<file path="src/rtl/ssf_pkg.sv">
// ----------------------------------------------------------------------------
// ssf_pkg
// Shared types and constants of the scanline span filler.
// ----------------------------------------------------------------------------
`default_nettype none

package ssf_pkg;

    localparam int CROSS_X_W  = 22;
    localparam int EDGE_DIR_W = 2;
    localparam int SPAN_W     = 14;
    localparam int WORD_IDX_W = 8;
    localparam int MASK_W     = 32;
    localparam int BYTE_W     = 8;
    localparam int WIND_W     = 8;

    localparam int IN_TDATA_W  = 24;
    localparam int OUT_TDATA_W = 152;

    localparam int CFG_INDEX_W = 2;
    localparam int CFG_DATA_W  = 8;

    localparam logic [CFG_INDEX_W-1:0] CFG_FILL_RULE    = 2'd0;
    localparam logic [CFG_INDEX_W-1:0] CFG_INVERT       = 2'd1;
    localparam logic [CFG_INDEX_W-1:0] CFG_BINARY_BLACK = 2'd2;
    localparam logic [CFG_INDEX_W-1:0] CFG_GRAY_VALUE   = 2'd3;

    localparam logic RULE_ODD_EVEN = 1'b0;
    localparam logic RULE_WINDING  = 1'b1;

    localparam logic [MASK_W-1:0] FULL_MASK = '1;

    typedef struct packed {
        logic              fill_rule;
        logic              invert;
        logic              binary_black;
        logic [BYTE_W-1:0] gray_value;
    } t_cfg;

    typedef struct packed {
        logic [BYTE_W-1:0]     fill_byte;
        logic [MASK_W-1:0]     pattern_word;
        logic [MASK_W-1:0]     tail_mask;
        logic [MASK_W-1:0]     head_mask;
        logic [WORD_IDX_W-1:0] tail_word;
        logic [WORD_IDX_W-1:0] head_word;
        logic [SPAN_W-1:0]     span_stop;
        logic [SPAN_W-1:0]     span_start;
    } t_result;

endpackage

`default_nettype wire

</file>
<file path="src/rtl/ssf_front.sv">
// ----------------------------------------------------------------------------
// ssf_front
// Rounds each crossing to a column, tracks parity and winding sum, and
// pushes every non-empty filled span into the span queue.
// ----------------------------------------------------------------------------
`default_nettype none

module ssf_front
    import ssf_pkg::*;
#(
    parameter int LINE_WIDTH = 8192,
    parameter int FRAC_BITS  = 8,
    parameter int COL_W      = 14
) (
    input  wire logic                  i_clk,
    input  wire logic                  i_rst_n,
    input  wire t_cfg                  i_cfg,
    input  wire logic                  i_valid,
    input  wire logic                  i_ready,
    input  wire logic [CROSS_X_W-1:0]  i_cross_x,
    input  wire logic [EDGE_DIR_W-1:0] i_edge_dir,
    input  wire logic                  i_line_end,
    output logic                       o_push,
    output logic [COL_W-1:0]           o_start,
    output logic [COL_W-1:0]           o_stop
);

    localparam int HALF = (1 << FRAC_BITS) >> 1;
    localparam int SUM_W = CROSS_X_W + 1;

    logic [WIND_W-1:0] r_wind, n_wind;
    logic [COL_W-1:0]  r_prev, n_prev;
    logic              r_parity, n_parity;
    logic              r_have, n_have;

    logic [SUM_W-1:0]  w_sum;
    logic [SUM_W-1:0]  w_shift;
    logic [COL_W-1:0]  w_col;
    logic [WIND_W-1:0] w_dir;
    logic              w_fill;
    logic              w_accept;

    assign w_accept = i_valid && i_ready;
    assign w_sum    = {1'b0, i_cross_x} + SUM_W'(HALF);
    assign w_shift  = w_sum >> FRAC_BITS;
    assign w_col    = (w_shift > SUM_W'(LINE_WIDTH)) ? COL_W'(LINE_WIDTH)
                                                     : w_shift[COL_W-1:0];
    assign w_dir    = {{(WIND_W-EDGE_DIR_W){i_edge_dir[EDGE_DIR_W-1]}}, i_edge_dir};

    always_comb begin
        if (!r_have) begin
            w_fill = 1'b0;
        end else if (i_cfg.fill_rule == RULE_ODD_EVEN) begin
            w_fill = r_parity;
        end else begin
            w_fill = ((r_wind == '0) == i_cfg.invert);
        end
    end

    assign o_push  = w_accept && w_fill && (w_col > r_prev);
    assign o_start = r_prev;
    assign o_stop  = w_col;

    always_comb begin
        n_wind   = r_wind;
        n_prev   = r_prev;
        n_parity = r_parity;
        n_have   = r_have;
        if (w_accept) begin
            if (i_line_end) begin
                n_wind   = '0;
                n_prev   = '0;
                n_parity = 1'b0;
                n_have   = 1'b0;
            end else begin
                n_wind   = r_wind + w_dir;
                n_prev   = w_col;
                n_parity = !r_parity;
                n_have   = 1'b1;
            end
        end
    end

    always_ff @(posedge i_clk) begin
        if (!i_rst_n) begin
            r_wind   <= '0;
            r_prev   <= '0;
            r_parity <= 1'b0;
            r_have   <= 1'b0;
        end else begin
            r_wind   <= n_wind;
            r_prev   <= n_prev;
            r_parity <= n_parity;
            r_have   <= n_have;
        end
    end

endmodule

`default_nettype wire

</file>
<file path="src/rtl/ssf_queue.sv">
// ----------------------------------------------------------------------------
// ssf_queue
// Two-entry span queue between the front and the back.
// ----------------------------------------------------------------------------
`default_nettype none

module ssf_queue #(
    parameter int DATA_W = 28
) (
    input  wire logic              i_clk,
    input  wire logic              i_rst_n,
    input  wire logic              i_push,
    input  wire logic [DATA_W-1:0] i_data,
    input  wire logic              i_pop,
    output logic                   o_ready,
    output logic                   o_valid,
    output logic [DATA_W-1:0]      o_data
);

    logic [DATA_W-1:0] r_mem [2];
    logic              r_wr_ptr, n_wr_ptr;
    logic              r_rd_ptr, n_rd_ptr;
    logic [1:0]        r_count, n_count;

    assign o_ready = (r_count != 2'd2);
    assign o_valid = (r_count != 2'd0);
    assign o_data  = r_mem[r_rd_ptr];

    always_comb begin
        n_wr_ptr = r_wr_ptr;
        n_rd_ptr = r_rd_ptr;
        n_count  = r_count;
        if (i_push) begin
            n_wr_ptr = !r_wr_ptr;
        end
        if (i_pop) begin
            n_rd_ptr = !r_rd_ptr;
        end
        case ({i_push, i_pop})
            2'b10:   n_count = r_count + 2'd1;
            2'b01:   n_count = r_count - 2'd1;
            default: n_count = r_count;
        endcase
    end

    always_ff @(posedge i_clk) begin
        if (i_push) begin
            r_mem[r_wr_ptr] <= i_data;
        end
    end

    always_ff @(posedge i_clk) begin
        if (!i_rst_n) begin
            r_wr_ptr <= 1'b0;
            r_rd_ptr <= 1'b0;
            r_count  <= 2'd0;
        end else begin
            r_wr_ptr <= n_wr_ptr;
            r_rd_ptr <= n_rd_ptr;
            r_count  <= n_count;
        end
    end

endmodule

`default_nettype wire

</file>
<file path="src/rtl/ssf_back.sv">
// ----------------------------------------------------------------------------
// ssf_back
// Turns a queued span into word indices and edge masks and holds the
// result in the output register.
// ----------------------------------------------------------------------------
`default_nettype none

module ssf_back
    import ssf_pkg::*;
#(
    parameter int COL_W = 14
) (
    input  wire logic             i_clk,
    input  wire logic             i_rst_n,
    input  wire t_cfg             i_cfg,
    input  wire logic             i_q_valid,
    input  wire logic [COL_W-1:0] i_start,
    input  wire logic [COL_W-1:0] i_stop,
    output logic                  o_pop,
    output logic                  o_valid,
    input  wire logic             i_ready,
    output t_result               o_result
);

    logic    r_valid, n_valid;
    t_result r_result;
    t_result w_result;

    logic [COL_W-1:0]  w_last;
    logic [31:0]       w_start32;
    logic [31:0]       w_stop32;
    logic [31:0]       w_last32;
    logic [MASK_W-1:0] w_hmask;
    logic [MASK_W-1:0] w_tmask;
    logic              w_same;

    assign w_last    = i_stop - COL_W'(1);
    assign w_start32 = 32'(i_start);
    assign w_stop32  = 32'(i_stop);
    assign w_last32  = 32'(w_last);
    assign w_hmask   = FULL_MASK >> i_start[4:0];
    assign w_tmask   = FULL_MASK << (~w_last[4:0]);
    assign w_same    = (i_start[COL_W-1:5] == w_last[COL_W-1:5]);

    always_comb begin
        w_result.span_start   = w_start32[SPAN_W-1:0];
        w_result.span_stop    = w_stop32[SPAN_W-1:0];
        w_result.head_word    = w_start32[WORD_IDX_W+4:5];
        w_result.tail_word    = w_last32[WORD_IDX_W+4:5];
        w_result.head_mask    = w_same ? (w_hmask & w_tmask) : w_hmask;
        w_result.tail_mask    = w_same ? (w_hmask & w_tmask) : w_tmask;
        w_result.pattern_word = i_cfg.binary_black ? FULL_MASK : '0;
        w_result.fill_byte    = i_cfg.gray_value;
    end

    assign o_pop    = i_q_valid && (!r_valid || i_ready);
    assign o_valid  = r_valid;
    assign o_result = r_result;

    always_comb begin
        n_valid = r_valid;
        if (o_pop) begin
            n_valid = 1'b1;
        end else if (i_ready) begin
            n_valid = 1'b0;
        end
    end

    always_ff @(posedge i_clk) begin
        if (o_pop) begin
            r_result <= w_result;
        end
    end

    always_ff @(posedge i_clk) begin
        if (!i_rst_n) begin
            r_valid <= 1'b0;
        end else begin
            r_valid <= n_valid;
        end
    end

endmodule

`default_nettype wire

</file>
<file path="src/rtl/scanline_span_filler.sv">
// ----------------------------------------------------------------------------
// scanline_span_filler
// Span generator for scanline polygon fill.
// ----------------------------------------------------------------------------
// Accepts one sorted edge crossing per cycle and returns at most one span per
// crossing, one per cycle when the output is free, by way of the queue and the
// back's output register. The front rounds and classifies a crossing in the cycle
// it is taken; a two-entry span queue decouples it from the back, whose
// output register holds the result while the next crossings keep flowing.
// The input stalls only when the queue is full behind a stalled output.
// ----------------------------------------------------------------------------
`default_nettype none

module scanline_span_filler
    import ssf_pkg::*;
#(
    parameter int LINE_WIDTH = 8192,
    parameter int FRAC_BITS  = 8
) (
    input  wire logic                   i_clk,
    input  wire logic                   i_rst_n,
    input  wire logic                   i_cfg_wr_en,
    input  wire logic [CFG_INDEX_W-1:0] i_cfg_index,
    input  wire logic [CFG_DATA_W-1:0]  i_cfg_data,
    input  wire logic                   i_s_tvalid,
    output logic                        o_s_tready,
    // cross_x[21:0], edge_dir[23:22]
    input  wire logic [IN_TDATA_W-1:0]  i_s_tdata,
    // line_end
    input  wire logic                   i_s_tlast,
    output logic                        o_m_tvalid,
    input  wire logic                   i_m_tready,
    // span_start[13:0], span_stop[27:14], head_word[35:28], tail_word[43:36],
    // head_mask[75:44], tail_mask[107:76], pattern_word[139:108],
    // fill_byte[147:140], zero[151:148]
    output logic [OUT_TDATA_W-1:0]      o_m_tdata
);

    localparam int COL_W = $clog2(LINE_WIDTH + 1);

    t_cfg             r_cfg;
    logic             w_push;
    logic [COL_W-1:0] w_start;
    logic [COL_W-1:0] w_stop;
    logic             w_q_ready;
    logic             w_q_valid;
    logic [2*COL_W-1:0] w_q_data;
    logic             w_pop;
    t_result          w_result;

    always_ff @(posedge i_clk) begin
        if (!i_rst_n) begin
            r_cfg.fill_rule    <= 1'b0;
            r_cfg.invert       <= 1'b0;
            r_cfg.binary_black <= 1'b1;
            r_cfg.gray_value   <= '0;
        end else if (i_cfg_wr_en) begin
            case (i_cfg_index)
                CFG_FILL_RULE:    r_cfg.fill_rule    <= i_cfg_data[0];
                CFG_INVERT:       r_cfg.invert       <= i_cfg_data[0];
                CFG_BINARY_BLACK: r_cfg.binary_black <= i_cfg_data[0];
                CFG_GRAY_VALUE:   r_cfg.gray_value   <= i_cfg_data;
                default:          r_cfg              <= r_cfg;
            endcase
        end
    end

    assign o_s_tready = w_q_ready;

    ssf_front #(
        .LINE_WIDTH (LINE_WIDTH),
        .FRAC_BITS  (FRAC_BITS),
        .COL_W      (COL_W)
    ) u_front (
        .i_clk      (i_clk),
        .i_rst_n    (i_rst_n),
        .i_cfg      (r_cfg),
        .i_valid    (i_s_tvalid),
        .i_ready    (w_q_ready),
        .i_cross_x  (i_s_tdata[CROSS_X_W-1:0]),
        .i_edge_dir (i_s_tdata[CROSS_X_W+EDGE_DIR_W-1:CROSS_X_W]),
        .i_line_end (i_s_tlast),
        .o_push     (w_push),
        .o_start    (w_start),
        .o_stop     (w_stop)
    );

    ssf_queue #(
        .DATA_W  (2*COL_W)
    ) u_queue (
        .i_clk   (i_clk),
        .i_rst_n (i_rst_n),
        .i_push  (w_push),
        .i_data  ({w_stop, w_start}),
        .i_pop   (w_pop),
        .o_ready (w_q_ready),
        .o_valid (w_q_valid),
        .o_data  (w_q_data)
    );

    ssf_back #(
        .COL_W     (COL_W)
    ) u_back (
        .i_clk     (i_clk),
        .i_rst_n   (i_rst_n),
        .i_cfg     (r_cfg),
        .i_q_valid (w_q_valid),
        .i_start   (w_q_data[COL_W-1:0]),
        .i_stop    (w_q_data[2*COL_W-1:COL_W]),
        .o_pop     (w_pop),
        .o_valid   (o_m_tvalid),
        .i_ready   (i_m_tready),
        .o_result  (w_result)
    );

    assign o_m_tdata = {{(OUT_TDATA_W-$bits(t_result)){1'b0}}, w_result};

    a_drain: assert property (@(posedge i_clk) disable iff (!i_rst_n)
        o_m_tvalid && i_m_tready && !w_q_valid |=> !o_m_tvalid)
        else $error("output held with nothing queued");

    a_advance: assert property (@(posedge i_clk) disable iff (!i_rst_n)
        w_q_valid && !o_m_tvalid |=> o_m_tvalid)
        else $error("queued span did not reach the output");

    a_masks: assert property (@(posedge i_clk) disable iff (!i_rst_n)
        o_m_tvalid |-> (w_result.head_mask != '0) && (w_result.tail_mask != '0))
        else $error("empty edge mask on a span");

endmodule

`default_nettype wire
</file>
<file path="config.mk">
export PLATFORM = sky130hd
export DESIGN_NAME = scanline_span_filler
export DESIGN_NICKNAME = d
export VERILOG_FILES = /design/src/rtl/ssf_pkg.sv /design/src/rtl/ssf_front.sv /design/src/rtl/ssf_queue.sv /design/src/rtl/ssf_back.sv /design/src/rtl/scanline_span_filler.sv
export SDC_FILE = /design/constraint.sdc
export NUM_CORES = 1
export LEC_CHECK = 0
export ABC_AREA = 0
export BUFFER_PORTS_ARGS = -buffer_cell sky130_fd_sc_hd__buf_2
export CORE_MARGIN = 2
export CORE_UTILIZATION = 50
export DETAILED_ROUTE_END_ITERATION = 16
export HOLD_SLACK_MARGIN = 0.02
export PLACE_DENSITY = 0.8
export RECOVER_POWER = 25
export SLEW_MARGIN = 20
export SYNTH_ARGS = -nofsm -noshare
export SYNTH_HDL_FRONTEND = slang
export SYNTH_SLANG_ARGS = --single-unit
export TNS_END_PERCENT = 100
</file>
<file path="constraint.sdc">
create_clock -name i_clk -period 6.45 [get_ports i_clk]
set_clock_uncertainty 0.15 [all_clocks]
set_input_delay 0.645 -clock i_clk [delete_from_list [all_inputs] [get_ports i_clk]]
set_output_delay 0.645 -clock i_clk [all_outputs]
set_load 0.01 [all_outputs]
</file>
## Word-level counts from Yosys, hierarchy flattened

Memory sizes are Yosys's and may differ from the RTL's. A register that Yosys moved wholly into a read port is not among the register bits.
Index checks and enable logic that the tools add are counted.

- Shift operators: 2
- Multiplexer cells: 17
- Magnitude comparators: 2
- Reduce and logical (&&, ||, !) cells: 18
- Equal/unequal tests: 8
- $add $sub $neg: 5
- Bitwise operators: 2

Operators with widths:

| operator | number |
|---|---|
| two-way mux 32 bit | 3 |
| AND 32 bit | 1 |
| << shifter 32 x 5 -> 32 bit, first input constant | 1 |
| right shift 32 x 5 -> 32 bit, first input constant | 1 |
| two-way mux 14 bit | 2 |
| adder 22 x 8 -> 23 bit, second input constant | 1 |
| > comparator 15 x 14 -> 1 bit, second input constant | 1 |
| > comparator 14 bit | 1 |
| subtractor 14 x 1 -> 14 bit, second input constant | 1 |
| two-way mux 1 bit | 10 |
| == test 9 bit | 1 |
| adder 8 bit | 1 |
| logical NOT 8 bit | 1 |
| two-way mux 8 bit | 1 |
| AND reduction 2 bit | 4 |
| == test 2 bit, second input constant | 3 |
| nonzero test 2 bit | 3 |
| NOT 5 bit | 1 |
| == test 2 x 1 -> 1 bit, second input constant | 2 |
| logical AND 1 bit | 4 |
| logical NOT 1 bit | 4 |
| one-hot mux 2 bit (2 select lines) | 1 |
| adder 2 x 1 -> 2 bit, second input constant | 1 |
| logical NOT 2 bit | 1 |
| 4 further kinds | 4 |

- Memories: 1
- Memory bits (writable): 56
- Register bits: 188
- Output and inout bits: 154
- Input port bits: 40
- Word-level logic and storage cells: 75

Memories:

| name | words | bits a word | read ports | clocked after Yosys merged registers in | write ports | RTL line | text |
|---|---|---|---|---|---|---|---|
| u_queue.r_mem | 2 | 28 | 1 | 1 | 1 | ssf_queue.sv:20 | `logic [DATA_W-1:0] r_mem [2];` |

## Logic depth before layout (Yosys ltp)

- Depth in word-level cells: 8
- Gate-level depth with buffers: 20

## By module

Synthesis repeated with hierarchy kept, for this count alone.

- Cell total of the unflattened synthesis: 792
- Area total of the unflattened synthesis: 9844.4 µm²

Modules (own cells, without submodules):

| module | cells an instance | area each (µm²) | instances | sequential area each (µm²) |
|---|---|---|---|---|
| ssf_back | 357 | 4968.5 | 1 | 3293.2 |
| ssf_queue | 109 | 2233.4 | 1 | 1781.7 |
| ssf_front | 272 | 2143.3 | 1 | 480.5 |
| scanline_span_filler | 54 | 499.2 | 1 | 220.2 |

## Worst setup path after synthesis

Ideal clock, no wire load.

- Kind: input to register
- Start point: input port i_m_tready
- End point: register u_queue.r_count[1]
- Cell stages on the path: 5
- Arrival time: 6.612 ns
- Setup time: 0.071 ns
- Required time: 6.229 ns
- Setup slack: -0.382 ns
- Cell sequence: nor2b_1 -> nor2_1 -> ha_1 -> or3_1 -> a21oi_1

- Word-level cells in the longest chain between the ends: 4
- Elaborated cells on any way between the ends: 6

Ends and longest elaborated chain:

| element | RTL line | text |
|---|---|---|
| start, declared | scanline_span_filler.sv:32 | `input wire logic i_m_tready,` |
| logical OR 1 bit (*) | ssf_back.sv:56 | `assign o_pop = i_q_valid && (!r_valid \|\| i_ready);` |
| logical AND 1 bit (*) | ssf_back.sv:56 |  |
| == test 2 x 1 -> 1 bit / == test 2 bit (equally long branches) | ssf_queue.sv:39 | `case ({i_push, i_pop})` |
| one-hot mux 2 bit (2 select lines) / nonzero test 2 bit (equally long branches) | n/a |  |
| end signal, assigned | ssf_queue.sv:60 | `r_count <= n_count;` |
| end, declared | ssf_queue.sv:23 | `logic [1:0] r_count, n_count;` |

Every way passes the cells marked *; elsewhere a longest branch is shown, timed or not.
A chain may end at the register's enable or synchronous reset.

## Final worst setup path

- Start point: input port i_s_tdata[7]
- End point: register u_queue.r_count[1]

- Word-level cells in the longest chain between the ends: 7
- Elaborated cells on any way between the ends: 9

Ends and longest elaborated chain:

| element | RTL line | text |
|---|---|---|
| start, declared | scanline_span_filler.sv:28 | `input wire logic [IN_TDATA_W-1:0] i_s_tdata,` |
| adder 22 x 8 -> 23 bit (*) | ssf_front.sv:44 | `assign w_sum = {1'b0, i_cross_x} + SUM_W'(HALF);` |
| > comparator 15 x 14 -> 1 bit | ssf_front.sv:46 | `assign w_col = (w_shift > SUM_W'(LINE_WIDTH)) ? COL_W'(LINE_WIDTH)` |
| two-way mux 14 bit (*) | ssf_front.sv:46 |  |
| named net u_front.o_stop[10] | ssf_front.sv:25 | `output logic [COL_W-1:0] o_stop` |
| > comparator 14 bit (*) | ssf_front.sv:60 | `assign o_push = w_accept && w_fill && (w_col > r_prev);` |
| logical AND 1 bit (*) | ssf_front.sv:60 |  |
| == test 2 x 1 -> 1 bit / == test 2 bit (equally long branches) | ssf_queue.sv:39 |  |
| one-hot mux 2 bit (2 select lines) / nonzero test 2 bit (equally long branches) | n/a |  |

The timed path passes the listed nets; every way through them passes the cells marked *.

==> flow_summary.toml <==
[outcome]
status = "complete, but fails checks"
violations = "max-capacitance violations, max-slew violations"

[cells_and_area]
seq_area_um2 = 5780
n_fill_cell = 1491
layout.nets = 1019
syn2layout_area_growth_pct = 15.0
num_antenna_cells = 0
drive_gt1_share_pct = 19.7
multi_input_area_um2 = 3270
fin_cells = 1229

[synthesis]
yosysTopAreaCellShare_pct = 51.2
netlist_area_um2 = 9670
yosysSeqAreaShare_pct = 59.7
syn_avg_cell_area_um2 = 12.0
syn_inst = 809
yosys_warnings = 0
synthTopCellsByArea = "edfxtp_1 (51%), dfxtp_1 (8.5%), buf_4 (3.5%)"
ys.flop_type = "edfxtp_1"
synth_top_area_cell = "edfxtp_1"
synth-edff-count = 165
synth-async-reset-ratio_pct = 0
ys_seq_elements = 206
synthDistinctLibCells = 67

[global_routing]
grt_pass1_wl_mm = 31.0
antenna_found_initial = 0
grt_max_degree = 95
track_usage_pct = 18.9
grt.overflow.total = 0
first_global_vias = 6059

[power]
p_leak_uw = 0.00420
power_density_nw_per_um2 = 377
swShare_pct = 32.5
p_int_uw = 2830
comb_power_share_pct = 28.6
vdd_drop_max_v = 0.000215
p_clk_share_pct = 26.9
switchingPower_uw = 1370
sequentialPowerShare_pct = 44.4

[routing]
drt_first_pass_iters = 5
vias = 6625
wl_mm = 20.2
routed_via_density = 5.39
remaining_drc_errors = 0
drt_iter0_markers = 653
antenna_left = 0
routedWlPerCell_um = 16.4

[cts]
cts_hold_buf = 0
path_clk_slew_ps = 60
insertion_delay_ps = 490
post_cts_buffers = 0
cts_made_buffers = 21
cts-htree-levels = 1
post_cts_resize_count = 0
cts_root_buffer = "clkbuf_16"
cts_tree = "done"
ctsLongestPathBuffers = 3
clock-sinks = 206

[critical_path]
required_ps = 6710
reg2reg_depth = 11
path_cells = "buf_2, ha_1, nand4_2, nor4_1, mux2_2, nor2_1, ha_1, and3_1, nand3_1, nor2_1, nor4bb_1, or2_2, a41o_1, a2111oi_4, inv_1, ha_1, or3_1, a21oi_1"
critPathCaptureType = "flop"
path_depth = 18
crit_arrival_ps = 5090
startpoint = "i_s_tdata[7]"
path_class = "input port to flop"
slowest_stage = "mux2_2"
critical-path-top-delay-family = "simple AND/OR/NAND/NOR gates"
slowest_delay_ps = 520
crit_buf_inv = 2
critPathMaxFanout = 17
critical_path.endpoint = "u_queue.r_count[1]"
crit_path_frequent_cell = "ha_1"
r2r_slack_ps = 1700
rr_endpoint = "u_back.o_result[77]"
start_kind = "input port"

[placed_design]
dp.cells = 1191
place.port_buffers = 182
gpl.final_weighted_congestion = 0.843
dp_hpwl_mm = 14.1

[timing]
min_period_over_period_pct = 74.9
period_minus_slack_ps = 4830
setup_viol = 0
max_freq_mhz = 207
slew_headroom_pct = -6.67
grt_setup_unrepaired = "false"
tightest_slew_ps = 1590
slew_viol_final = 19
setup_tns_ps = 0
hold_violations = 0

[floorplan]
die_h_um = 143
start_util_pct = 51.4
num_io_pins = 194
core_area_um2 = 18800
die_area_um2 = 20500
die_w_um = 143
rows = 50

[hold_path]
hold_class = "input port to flop"

[flow_run]
cap_violations = 1
[synth_stat cells, drive strengths merged (10+ instances only)]
cell type  number
edfxtp        165
nor2           82
a21oi          63
buf            58
inv            48
dfxtp          41
nand2          40
mux2i          27
xnor2          26
ha             24
o21ai          22
a22oi          21
nor3           17
clkbuf         16
mux2           16
a31oi          14
nor3b          13
nand3          12
nor4           11
xor2           11
a21o           10
a2bb2oi        10
[cell families after synthesis]
family,Yosys count,synth area share (%)
xor+xnor,38,3.58
buf+inv,122,6.62
flops,206,59.7
fa+ha+maj,25,3.31
simple gates,212,11.2
compound gates,162,10.9
other cells,1,0.0388
mux,43,4.66
[placed cells by master (no fill, tap or decap), drive strengths merged, types with 24 or more instances in the layout]
master	netlist	routed
nor2	82	82
inv	48	50
mux2i	27	27
xnor2	26	26
dfxtp	41	41
edfxtp	165	165
ha	24	24
buf	58	147
a21oi	63	63
clkbuf	16	75
nand2	40	40
[worst reg2reg max path: cells and delay by family, from the launching register on]
kind	cells	cell delay, ps
compound gates	3	640
xor+xnor	2	400
fa+ha+maj	1	330
buf+inv	2	830
flops	1	310
mux	1	550
simple gates	2	1270
[final cells by class]
cell class / count / share of cell area, %
clock buffer: 29 / 4.99
clock inverter: 9 / 0.697
inverter: 48 / 1.62
multi-input combinational: 484 / 29.4
sequential: 206 / 51.9
tap: 260 / 2.92
timing repair buffer: 193 / 8.43
[layer usage]
metal,GRT usage (%),up-vias,wire [um]
li1,-,3208,-
met1,26.2,3118,8840
met2,30.8,268,9600
met3,3.12,31,1370
met4,5.58,0,361
met5,0,-,0
[power groups by stage]
stage,Clock (uW),Combinational (uW),Sequential (uW)
2_1_floorplan,0,730,2010
3_3_place_gp,0,1200,1890
3_5_place_dp,0,1230,1900
4_1_cts,1150,1230,1870
5_1_grt,1200,1320,1890
6_report,1130,1200,1870
[how the worst min path moves through the flow]
stage             startpoint              endpoint  cells past startpoint
3_3_place_gp        r_cfg[5]  u_back.o_result[145]                      0
4_1_cts        i_cfg_data[3]              r_cfg[3]                      3
6_report       i_cfg_data[6]              r_cfg[6]                      3
5_1_grt        i_cfg_data[5]              r_cfg[5]                      3
2_1_floorplan       r_cfg[8]  u_back.o_result[138]                      0
3_5_place_dp        r_cfg[6]  u_back.o_result[146]                      0
[through the flow]
step | setup WS [ps] | total power (uW) | instance area (um2) | hold WS, ps | utilization, %
2_1_floorplan | 1380 | 2740 | 9690 | 252 | -
3_3_place_gp | 1290 | 3080 | 10600 | 261 | 56.0
3_5_place_dp | 1140 | 3120 | 10600 | 268 | 56.0
4_1_cts | 1660 | 4250 | 11200 | 223 | 59.4
5_1_grt | 1280 | 4410 | 11100 | 240 | 59.1
6_report | 1620 | 4200 | 11100 | 238 | 59.1
[flip-flops by register name, summed over array words and instances, names as in the netlist, named ones only]
signal / flops
u_front.r_have: 1
u_back.o_valid: 1
u_queue.r_mem: 56
u_front.r_parity: 1
u_queue.r_count: 2
u_front.r_wind: 8
u_queue.r_rd_ptr: 1
r_cfg: 11
u_queue.r_wr_ptr: 1
u_back.o_result: 109
u_front.o_start: 14
No activity file was read; power rests on OpenSTA's default activity.
